===== config.mk =====
export PLATFORM = sky130hd
export DESIGN_NAME = two_sensor_approach_detector_unit
export DESIGN_NICKNAME = d
export VERILOG_FILES = /design/src/tsad_pkg.sv /design/src/tsad_cfg_regs.sv /design/src/tsad_core.sv /design/src/two_sensor_approach_detector_unit.sv
export SDC_FILE = /design/constraint.sdc
export NUM_CORES = 1
export LEC_CHECK = 0
export ABC_AREA = 1
export ABC_CLOCK_PERIOD_IN_PS = 35600
export BUFFER_PORTS_ARGS = -buffer_cell sky130_fd_sc_hd__buf_2
export CORE_MARGIN = 2
export CORE_UTILIZATION = 70
export CTS_BUF_LIST = sky130_fd_sc_hd__clkbuf_2
export DETAILED_ROUTE_END_ITERATION = 12
export PLACE_DENSITY = 0.89
export SYNTH_ARGS = -nofsm -noshare
export SYNTH_HDL_FRONTEND = slang
export SYNTH_SLANG_ARGS = --single-unit

===== constraint.sdc =====
create_clock -name clk_i -period 35.6 [get_ports clk_i]
set_clock_uncertainty 0.15 [all_clocks]
set_input_delay 7.12 -clock clk_i [delete_from_list [all_inputs] [get_ports clk_i]]
set_output_delay 7.12 -clock clk_i [all_outputs]
set_load 0.02 [all_outputs]

===== src/tsad_pkg.sv =====
package tsad_pkg;

  // Detector modes, as reported on detector_state
  typedef enum logic [2:0] {
    MODE_IDLE      = 3'd0,
    MODE_FAR_ONLY  = 3'd1,
    MODE_NEAR_ONLY = 3'd2,
    MODE_BOTH      = 3'd3,
    MODE_APPROACH  = 3'd4
  } mode_e;

  // Input word commands; the fourth code does nothing
  typedef enum logic [1:0] {
    CMD_SAMPLE      = 2'd0,
    CMD_RESTART     = 2'd1,
    CMD_CLEAR_STATS = 2'd2
  } cmd_e;

  // Register indexes on the configuration port
  localparam logic [1:0] CFG_CONFIRM_WINDOW  = 2'd0;
  localparam logic [1:0] CFG_SIMULTANEOUS    = 2'd1;
  localparam logic [1:0] CFG_PATTERN_TIMEOUT = 2'd2;

  localparam logic [31:0] CONFIRM_WINDOW_RST  = 32'd5000;
  localparam logic [31:0] SIMULTANEOUS_RST    = 32'd500;
  localparam logic [31:0] PATTERN_TIMEOUT_RST = 32'd10000;

  typedef struct packed {
    logic [31:0] confirm_window;
    logic [31:0] simultaneous;
    logic [31:0] pattern_timeout;
  } cfg_t;

  typedef struct packed {
    mode_e       mode;
    logic        confirmed;
    logic [31:0] mode_start;
    logic [31:0] far_rise;
    logic [31:0] near_rise;
    logic [31:0] confirm_time;
    logic [15:0] approach_cnt;
    logic [15:0] unknown_cnt;
    logic        prev_far;
    logic        prev_near;
  } state_t;

  localparam state_t STATE_RST = '{
    mode:         MODE_IDLE,
    confirmed:    1'b0,
    mode_start:   32'd0,
    far_rise:     32'd0,
    near_rise:    32'd0,
    confirm_time: 32'd0,
    approach_cnt: 16'd0,
    unknown_cnt:  16'd0,
    prev_far:     1'b0,
    prev_near:    1'b0
  };

  // One result word as the core hands it to the output register
  typedef struct packed {
    mode_e       mode;
    logic        approaching;
    logic [31:0] confidence;
    logic [15:0] approach_total;
    logic [15:0] unknown_total;
  } result_t;

endpackage


===== src/tsad_cfg_regs.sv =====
module tsad_cfg_regs (
  input  logic               clk_i,
  input  logic               rst_ni,
  input  logic               wr_en_i,
  input  logic [1:0]         wr_index_i,
  input  logic [31:0]        wr_data_i,
  output tsad_pkg::cfg_t     cfg_o
);

  tsad_pkg::cfg_t cfg_q;
  tsad_pkg::cfg_t cfg_d;

  // Decode the write; an unknown index leaves everything as it is
  always_comb begin
    cfg_d = cfg_q;
    if (wr_en_i) begin
      case (wr_index_i)
        tsad_pkg::CFG_CONFIRM_WINDOW:  cfg_d.confirm_window  = wr_data_i;
        tsad_pkg::CFG_SIMULTANEOUS:    cfg_d.simultaneous    = wr_data_i;
        tsad_pkg::CFG_PATTERN_TIMEOUT: cfg_d.pattern_timeout = wr_data_i;
        default:                       cfg_d = cfg_q;
      endcase
    end
  end

  always_ff @(posedge clk_i or negedge rst_ni) begin
    if (!rst_ni) begin
      cfg_q.confirm_window  <= tsad_pkg::CONFIRM_WINDOW_RST;
      cfg_q.simultaneous    <= tsad_pkg::SIMULTANEOUS_RST;
      cfg_q.pattern_timeout <= tsad_pkg::PATTERN_TIMEOUT_RST;
    end else begin
      cfg_q <= cfg_d;
    end
  end

  assign cfg_o = cfg_q;

endmodule


===== src/tsad_core.sv =====
module tsad_core (
  input  logic                 clk_i,
  input  logic                 rst_ni,
  input  logic                 step_en_i,
  input  tsad_pkg::cfg_t       cfg_i,
  input  logic [1:0]           command_i,
  input  logic                 far_i,
  input  logic                 near_i,
  input  logic [31:0]          time_i,
  output tsad_pkg::result_t    res_o
);

  tsad_pkg::state_t state_q;
  tsad_pkg::state_t state_d;

  function automatic logic [31:0] abs_gap(input logic [31:0] a, input logic [31:0] b);
    abs_gap = (a > b) ? (a - b) : (b - a);
  endfunction

  function automatic logic [15:0] sat_inc(input logic [15:0] c);
    sat_inc = (c == 16'hFFFF) ? c : c + 16'd1;
  endfunction

  function automatic tsad_pkg::state_t go_idle(input tsad_pkg::state_t s);
    tsad_pkg::state_t r;
    r              = s;
    r.mode         = tsad_pkg::MODE_IDLE;
    r.confirmed    = 1'b0;
    r.mode_start   = 32'd0;
    r.confirm_time = 32'd0;
    go_idle = r;
  endfunction

  // Next state: sample (far edge, near edge, falls, settle, timeout, in that order), restart, clear stats
  always_comb begin
    state_d = state_q;
    case (tsad_pkg::cmd_e'(command_i))
      tsad_pkg::CMD_SAMPLE: begin
        // far rise
        if (far_i && !state_q.prev_far) begin
          state_d.far_rise = time_i;
          if (near_i && state_d.near_rise != 32'd0 &&
              abs_gap(time_i, state_d.near_rise) < cfg_i.simultaneous) begin
            state_d.unknown_cnt = sat_inc(state_d.unknown_cnt);
          end else if (state_d.mode == tsad_pkg::MODE_IDLE) begin
            state_d.mode       = tsad_pkg::MODE_FAR_ONLY;
            state_d.mode_start = time_i;
          end
        end
        // near rise
        if (near_i && !state_q.prev_near) begin
          state_d.near_rise = time_i;
          if (far_i && state_d.far_rise != 32'd0 &&
              abs_gap(time_i, state_d.far_rise) < cfg_i.simultaneous) begin
            state_d.unknown_cnt = sat_inc(state_d.unknown_cnt);
          end else if (state_d.mode == tsad_pkg::MODE_IDLE) begin
            state_d.mode        = tsad_pkg::MODE_NEAR_ONLY;
            state_d.mode_start  = time_i;
            state_d.unknown_cnt = sat_inc(state_d.unknown_cnt);
          end else if (state_d.mode == tsad_pkg::MODE_FAR_ONLY &&
                       state_d.far_rise != 32'd0) begin
            if ((time_i - state_d.far_rise) <= cfg_i.confirm_window) begin
              state_d.mode         = tsad_pkg::MODE_APPROACH;
              state_d.confirmed    = 1'b1;
              state_d.confirm_time = time_i;
              state_d.approach_cnt = sat_inc(state_d.approach_cnt);
            end else begin
              state_d.unknown_cnt = sat_inc(state_d.unknown_cnt);
            end
          end
        end
        // falls with both sensors clear
        if (!far_i && state_q.prev_far && !near_i &&
            state_d.mode != tsad_pkg::MODE_IDLE && !state_d.confirmed) begin
          state_d = go_idle(state_d);
        end
        if (!near_i && state_q.prev_near && !far_i &&
            state_d.mode != tsad_pkg::MODE_IDLE) begin
          state_d = go_idle(state_d);
        end
        // settle on the current levels
        case (state_d.mode)
          tsad_pkg::MODE_FAR_ONLY: begin
            if (far_i && near_i) state_d.mode = tsad_pkg::MODE_BOTH;
            else if (!far_i) state_d = go_idle(state_d);
          end
          tsad_pkg::MODE_NEAR_ONLY: begin
            if (far_i && near_i) state_d.mode = tsad_pkg::MODE_BOTH;
            else if (!near_i) state_d = go_idle(state_d);
          end
          tsad_pkg::MODE_BOTH, tsad_pkg::MODE_APPROACH: begin
            if (!far_i && !near_i) state_d = go_idle(state_d);
          end
          default: ;
        endcase
        // drop a pattern that has lasted too long
        if (state_d.mode != tsad_pkg::MODE_IDLE &&
            (time_i - state_d.mode_start) > cfg_i.pattern_timeout) begin
          state_d.unknown_cnt = sat_inc(state_d.unknown_cnt);
          state_d = go_idle(state_d);
        end
        state_d.prev_far  = far_i;
        state_d.prev_near = near_i;
      end
      tsad_pkg::CMD_RESTART: begin
        state_d           = go_idle(state_q);
        state_d.prev_far  = far_i;
        state_d.prev_near = near_i;
      end
      tsad_pkg::CMD_CLEAR_STATS: begin
        state_d.approach_cnt = 16'd0;
        state_d.unknown_cnt  = 16'd0;
      end
      default: state_d = state_q;
    endcase
  end

  // Result word from the updated state
  always_comb begin
    res_o.mode           = state_d.mode;
    res_o.approaching    = state_d.confirmed;
    res_o.confidence     = (state_d.confirmed && state_d.confirm_time != 32'd0) ?
                           (time_i - state_d.confirm_time) : 32'd0;
    res_o.approach_total = state_d.approach_cnt;
    res_o.unknown_total  = state_d.unknown_cnt;
  end

  always_ff @(posedge clk_i or negedge rst_ni) begin
    if (!rst_ni) begin
      state_q <= tsad_pkg::STATE_RST;
    end else if (step_en_i) begin
      state_q <= state_d;
    end
  end

endmodule


===== src/two_sensor_approach_detector_unit.sv =====
// A word accepted into the input register steps the detector when the result register is
// empty or being taken, and its result is then held in the result register until taken.
// Throughput: one word per cycle while the result port is not stalled; the state updates as each word steps.
// Reset (asynchronous, active low) returns the detector to idle, clears the
// counters and rise times, and loads the default window, simultaneous and
// timeout values.
module two_sensor_approach_detector_unit (
  input  logic        clk_i,
  input  logic        rst_ni,
  // input words
  input  logic        in_valid_i,
  output logic        in_stall_o,
  input  logic [1:0]  command_i,
  input  logic        far_active_i,
  input  logic        near_active_i,
  input  logic [31:0] time_ms_i,
  // result words
  output logic        out_valid_o,
  input  logic        out_stall_i,
  output logic [2:0]  detector_state_o,
  output logic        approaching_o,
  output logic [31:0] confidence_ms_o,
  output logic [15:0] approach_total_o,
  output logic [15:0] unknown_total_o,
  // configuration writes
  input  logic        cfg_valid_i,
  output logic        cfg_ready_o,
  input  logic [1:0]  cfg_index_i,
  input  logic [31:0] cfg_data_i
);

  tsad_pkg::cfg_t    cfg;
  tsad_pkg::result_t res;

  logic        in_valid_q;
  logic        in_valid_d;
  logic [1:0]  cmd_q;
  logic        far_q;
  logic        near_q;
  logic [31:0] time_q;
  logic        out_valid_q;
  logic        out_valid_d;
  tsad_pkg::result_t res_q;

  logic out_free;
  logic step;
  logic in_take;

  assign cfg_ready_o = 1'b1;

  tsad_cfg_regs u_cfg (
    .clk_i      (clk_i),
    .rst_ni     (rst_ni),
    .wr_en_i    (cfg_valid_i && cfg_ready_o),
    .wr_index_i (cfg_index_i),
    .wr_data_i  (cfg_data_i),
    .cfg_o      (cfg)
  );

  // Advance the held word when the result register is empty or being taken
  assign out_free   = !out_valid_q || !out_stall_i;
  assign step       = in_valid_q && out_free;
  assign in_stall_o = in_valid_q && !out_free;
  assign in_take    = in_valid_i && !in_stall_o;

  always_comb begin
    in_valid_d = in_valid_q;
    if (in_take) in_valid_d = 1'b1;
    else if (step) in_valid_d = 1'b0;
    out_valid_d = out_free ? step : out_valid_q;
  end

  tsad_core u_core (
    .clk_i     (clk_i),
    .rst_ni    (rst_ni),
    .step_en_i (step),
    .cfg_i     (cfg),
    .command_i (cmd_q),
    .far_i     (far_q),
    .near_i    (near_q),
    .time_i    (time_q),
    .res_o     (res)
  );

  // Valid flags
  always_ff @(posedge clk_i or negedge rst_ni) begin
    if (!rst_ni) begin
      in_valid_q  <= 1'b0;
      out_valid_q <= 1'b0;
    end else begin
      in_valid_q  <= in_valid_d;
      out_valid_q <= out_valid_d;
    end
  end

  // Input and result payloads
  always_ff @(posedge clk_i) begin
    if (in_take) begin
      cmd_q  <= command_i;
      far_q  <= far_active_i;
      near_q <= near_active_i;
      time_q <= time_ms_i;
    end
    if (step) begin
      res_q <= res;
    end
  end

  assign out_valid_o      = out_valid_q;
  assign detector_state_o = 3'(res_q.mode);
  assign approaching_o    = res_q.approaching;
  assign confidence_ms_o  = res_q.confidence;
  assign approach_total_o = res_q.approach_total;
  assign unknown_total_o  = res_q.unknown_total;

endmodule


Word-level counts from Yosys, hierarchy flattened
Index checks and enable logic that the tools add are counted.

Register bits: 368. Bits of input ports: 75. Output and inout port bits: 71. Logic and storage cells: 156.

Add/sub/neg operators: 10. $lt $le $gt $ge: 6. Equality and inequality tests: 13. Multiplexer cells: 51. Bitwise logic cells: 1. Reduce and logical (&&, ||, !) cells: 51.

Operator list (number): $mux 166 (9); $pmux 166 s3 (1); $mux 163 (2); $pmux 132 s2 (1); $mux 64 (3); $sub 32x32->32 (6); $mux 16 (10); $mux 32 (5); $mux 48 (3); $mux 36 (3); $gt 32x32->1 (3); $mux 96 (1); $reduce_bool 32->1 (3); $add 16x1->16 const B (4); $eq 16x16->1 const B (4); $lt 32x32->1 (2); $pmux 32 s2 (1); $le 32x32->1 (1); $logic_and 1x1->1 (21); $mux 3 (7); $reduce_and 2->1 (5); $logic_not 1->1 (9); $reduce_bool 3->1 (3); $mux 4 (2); other kinds (13) (23).

Depth between registers and ports, before layout
Depth in word-level cells: 35. Depth in mapped cells: 116. Gate-level depth less buffers: 110.

Cells and area by module
From an unflattened synthesis, not the netlist that was laid out.

Cell total of the unflattened synthesis: 4278. Area, all modules: 31113.6 um^2.

By module, submodules not included: tsad_core (times used 1, cells an instance 3733, area each 23865.4 um^2, seq. area each 4154.0 um^2); tsad_cfg_regs (times used 1, cells an instance 427, area each 4018.9 um^2, seq. area each 2422.3 um^2); two_sensor_approach_detector_unit (times used 1, cells an instance 118, area each 3229.3 um^2, seq. area each 3173.0 um^2).

Worst setup path before layout
Ideal clock, no wire load.

Path type: input to output. Start point: input out_stall_i. End point: output in_stall_o. Arrival: 7.505 ns. Required time: 28.330 ns. Slack: 20.825 ns. Stages on the path: 2. Buffers on the path: 0. Cells stage by stage: nand2_1 > nor2_1.

Longest elaborated chain between the ends: 4.

RTL lines: start, declared (RTL line two_sensor_approach_detector_unit.sv:19) `input logic out_stall_i,`; $logic_not 1->1 (RTL line two_sensor_approach_detector_unit.sv:61) `assign out_free = !out_valid_q || !out_stall_i;`; $logic_or 1x1->1 (RTL line two_sensor_approach_detector_unit.sv:61); $logic_not 1->1 (RTL line two_sensor_approach_detector_unit.sv:63) `assign in_stall_o = in_valid_q && !out_free;`; $logic_and 1x1->1 (RTL line two_sensor_approach_detector_unit.sv:63); end, declared (RTL line two_sensor_approach_detector_unit.sv:12) `output logic in_stall_o,`.

Every way passes these cells.

==> reports/qor.yml <==
status: "finished, final reports clean"
synth-async-reset-ratio: 0.717
io_buffer_count: 144
max_stage_delay_ns: 0.74
combPwrFrac: 0.721
die_area_sq_um: 45800
max_freq_mhz: 52.9
cts_tree: "built"
die_x_microns: 214
netlist_instances: 4275
clk_latency_ns: 1.19
cts_sinks: 368
synth_edf_count: 104
dpl_cell_area_sq_um: 31900
cp_max_fo: 47
cts.repair.resized: 0
clkPwrFrac: 0.095
yosysTopAreaCell: "dfrtp_1"
ant_nets: 0
wl_per_cell_microns: 20.2
num_rows: 76
switchingPower_mw: 1.88
finalNonFillerCells: 5051
finalMaxSlewViolations: 0
path_depth: 99
slowest_stage: "edfxtp_1"
drive_above_1_share: 0.0957
cpMostUsedCell: "nand2_1"
clk_path_buf_depth: 3
grt_pass1_vias: 28700
grt_first_pass_wirelength_microns: 158000
r2r_slack_ns: 16.70
startpoint: "time_q[1]"
track_usage: 0.437
timing.rr.start: "time_q[1]"
synth_top_area_frac: 0.201
fin_crit_ns: 18.90
initial_core_util: 0.712
antenna_found_initial: 4
drt_iter0_markers: 4313
swShare: 0.569
worstRegToRegCells: 99
rsz0062_at_grt: "no"
clk_pin_slew_ns: 0.12
yosys.cell_count.top_type: "nand2_1"
area_growth_pct: 6.05
path_class: "flop to flop"
place.gp.congestion: 1.08
hold_class: "flop to flop"
p_int_mw: 1.43
power_density_nw_per_um2: 101
via_count: 31200
finalWirelength_microns: 102000
crit_buf_inv: 14
netlist_area_sq_um: 30900
nFillCells: 3338
synth.avg_cell_area_sq_um: 7.23
grt_start_max_net_pins: 161
max_slew.worst_pin.slew_ns: 1.42
drt-pass1-iter-count: 6
cp-endpoint: "confidence_ms_o[28]"
ys.flop_type: "dfrtp_1"
arrival_ns: 19.77
fin_nets: 4787
numPlacedInstances: 4879
synthDistinctLibCells: 66
p_leak_nw: 16.4
cts_setup_buffers: 0
grt_overflow_total: 0
pin_count: 146
yosysSeqAreaShare: 0.316
vdd.ir_drop.worst_mv: 0.107
yosysWarningCount: 0
post-place-ws_ns: 17.59
hold_viol_final: 0
p_seq_frac: 0.184
fin_area_sq_um: 32800
r2r_end: "confidence_ms_o[28]"
startpoint_type: "flop"
dpl.hpwl_microns: 78100
final.setup.worst_slack_ns: 16.70
yosys-top-cells-count: "1053 x nand2_1, 563 x inv_1, 489 x o21ai_0"
crit_family: "simple AND/OR/NAND/NOR gates"
htree_num_levels: 3
cp-end-kind: "flop"
maxCapViolCount: 0
synth_area_leaders: "dfrtp_1 20%, ha_1 13%, nand2_1 13%, edfxtp_1 10%, o21ai_0 7.9%"
ys_seq_elements: 368
cts_root_buf: "clkbuf_2"
required_ns: 36.47
cts-buffers-inserted: 92
slew_headroom: 0.0487
die_y_microns: 214
cts_hold_buf: 0
finalSetupTns_ns: 0
synth.net_count: 4674
viasPerCell: 6.19
period_share: 0.531
drc: 0
final_util: 0.756
core_sq_um: 43400
setup_viol: 0
-- power by group through the flow --
stage                     logic [mW]  clock network (mW)  registers [mW]
final                           2.39               0.315           0.608
after global routing            2.62               0.333           0.616
after CTS                       2.32               0.314           0.604
after detailed placement        2.30                   0           0.610
after global placement          2.24                   0           0.606
after floorplan                 1.68                   0           0.606
-- worst min-delay path, stage by stage (launching register included) --
cell	delay, ns
dfrtp_1	0.35
nand2_1	0.05
o21ai_0	0.06
-- how the worst min path moves through the flow --
stage	cells after the start	slack, ns	start	to
detailed placement	2	0.32	u_cfg.cfg_o[50]	u_cfg.cfg_o[50]
global placement	2	0.32	u_cfg.cfg_o[62]	u_cfg.cfg_o[62]
floorplan	2	0.30	u_cfg.cfg_o[11]	u_cfg.cfg_o[11]
finish	2	0.34	u_cfg.cfg_o[80]	u_cfg.cfg_o[80]
global route	2	0.37	u_cfg.cfg_o[31]	u_cfg.cfg_o[31]
CTS	2	0.35	u_cfg.cfg_o[80]	u_cfg.cfg_o[80]
-- kinds of logic after synthesis --
| kind of cell | after synthesis | synth area share |
|---|---|---|
| and+or+nand+nor | 1646 | 0.219 |
| AOI/OAI and AO/OA | 1038 | 0.190 |
| buffers and inverters | 719 | 0.0916 |
| DFF | 368 | 0.316 |
| adders and majority gates | 324 | 0.133 |
| xor gates and xnor gates | 174 | 0.0493 |
| muxes | 5 | 0.00166 |
| other | 1 | 0.000121 |
-- registers in the layout, summed over array words and instances (netlist names), 2 cells and up --
signal / cells
u_core.state_q: 166
cmd_q: 2
approach_total_o: 16
unknown_total_o: 16
time_q: 32
u_cfg.cfg_o: 96
confidence_ms_o: 32
detector_state_o: 3
-- layout make-up --
class	count	area, sq um	share of cell area
Clock buffer	135	676	0.0206
Tap cell	585	732	0.0223
Sequential cell	368	9750	0.298
Timing Repair Buffer	162	878	0.0268
Multi-Input combinational cell	3188	18400	0.560
Clock inverter	33	200	0.00611
Inverter	576	2160	0.0661
Antenna cell	4	10.0	0.000306
-- per-stage QoR --
stage / hold slack [ns] / power [mW]
after floorplan: 0.303 / 2.29
after global placement: 0.316 / 2.85
after detailed placement: 0.323 / 2.91
after CTS: 0.346 / 3.23
after global routing: 0.365 / 3.57
final: 0.340 / 3.31
-- placed cells by master (no fill, tap or decap), types with 5 or more instances in the layout --
cell type | synthesis | layout
a211oi_1 | 12 | 12
a21boi_1 | 18 | 18
a21boi_4 | 9 | 9
a21o_1 | 6 | 6
a21oi_1 | 341 | 341
a221oi_1 | 6 | 6
a31oi_1 | 9 | 9
buf_2 | 7 | 143
buf_4 | 4 | 17
clkbuf_2 | 0 | 135
clkinv_1 | 5 | 26
dfrtp_1 | 248 | 248
dfstp_2 | 16 | 16
edfxtp_1 | 104 | 104
fa_1 | 6 | 6
ha_1 | 318 | 318
inv_1 | 563 | 562
inv_2 | 8 | 10
nand2_1 | 1053 | 1049
nand2_2 | 9 | 13
nand3_1 | 149 | 148
nand4_1 | 44 | 44
nor2_1 | 295 | 294
nor2_2 | 31 | 31
nor3_1 | 33 | 32
nor4_1 | 13 | 13
o2111ai_1 | 8 | 8
o211ai_1 | 46 | 46
o21a_1 | 19 | 19
o21ai_0 | 489 | 489
o21ai_1 | 6 | 5
o21ai_2 | 16 | 16
o21bai_1 | 8 | 8
o221ai_1 | 9 | 9
o22ai_1 | 9 | 9
o31ai_1 | 5 | 5
xnor2_1 | 56 | 56
xor2_1 | 118 | 118
-- routing by layer --
| metal | track usage | vias up | wire, microns |
|---|---|---|---|
| li1 | - | 14400 | - |
| met1 | 0.592 | 14400 | 39900 |
| met2 | 0.676 | 2069 | 45100 |
| met3 | 0.0783 | 393 | 11500 |
| met4 | 0.222 | 2 | 5760 |
| met5 | 0 | - | 14 |
Power figures use the tool's default switching activity.
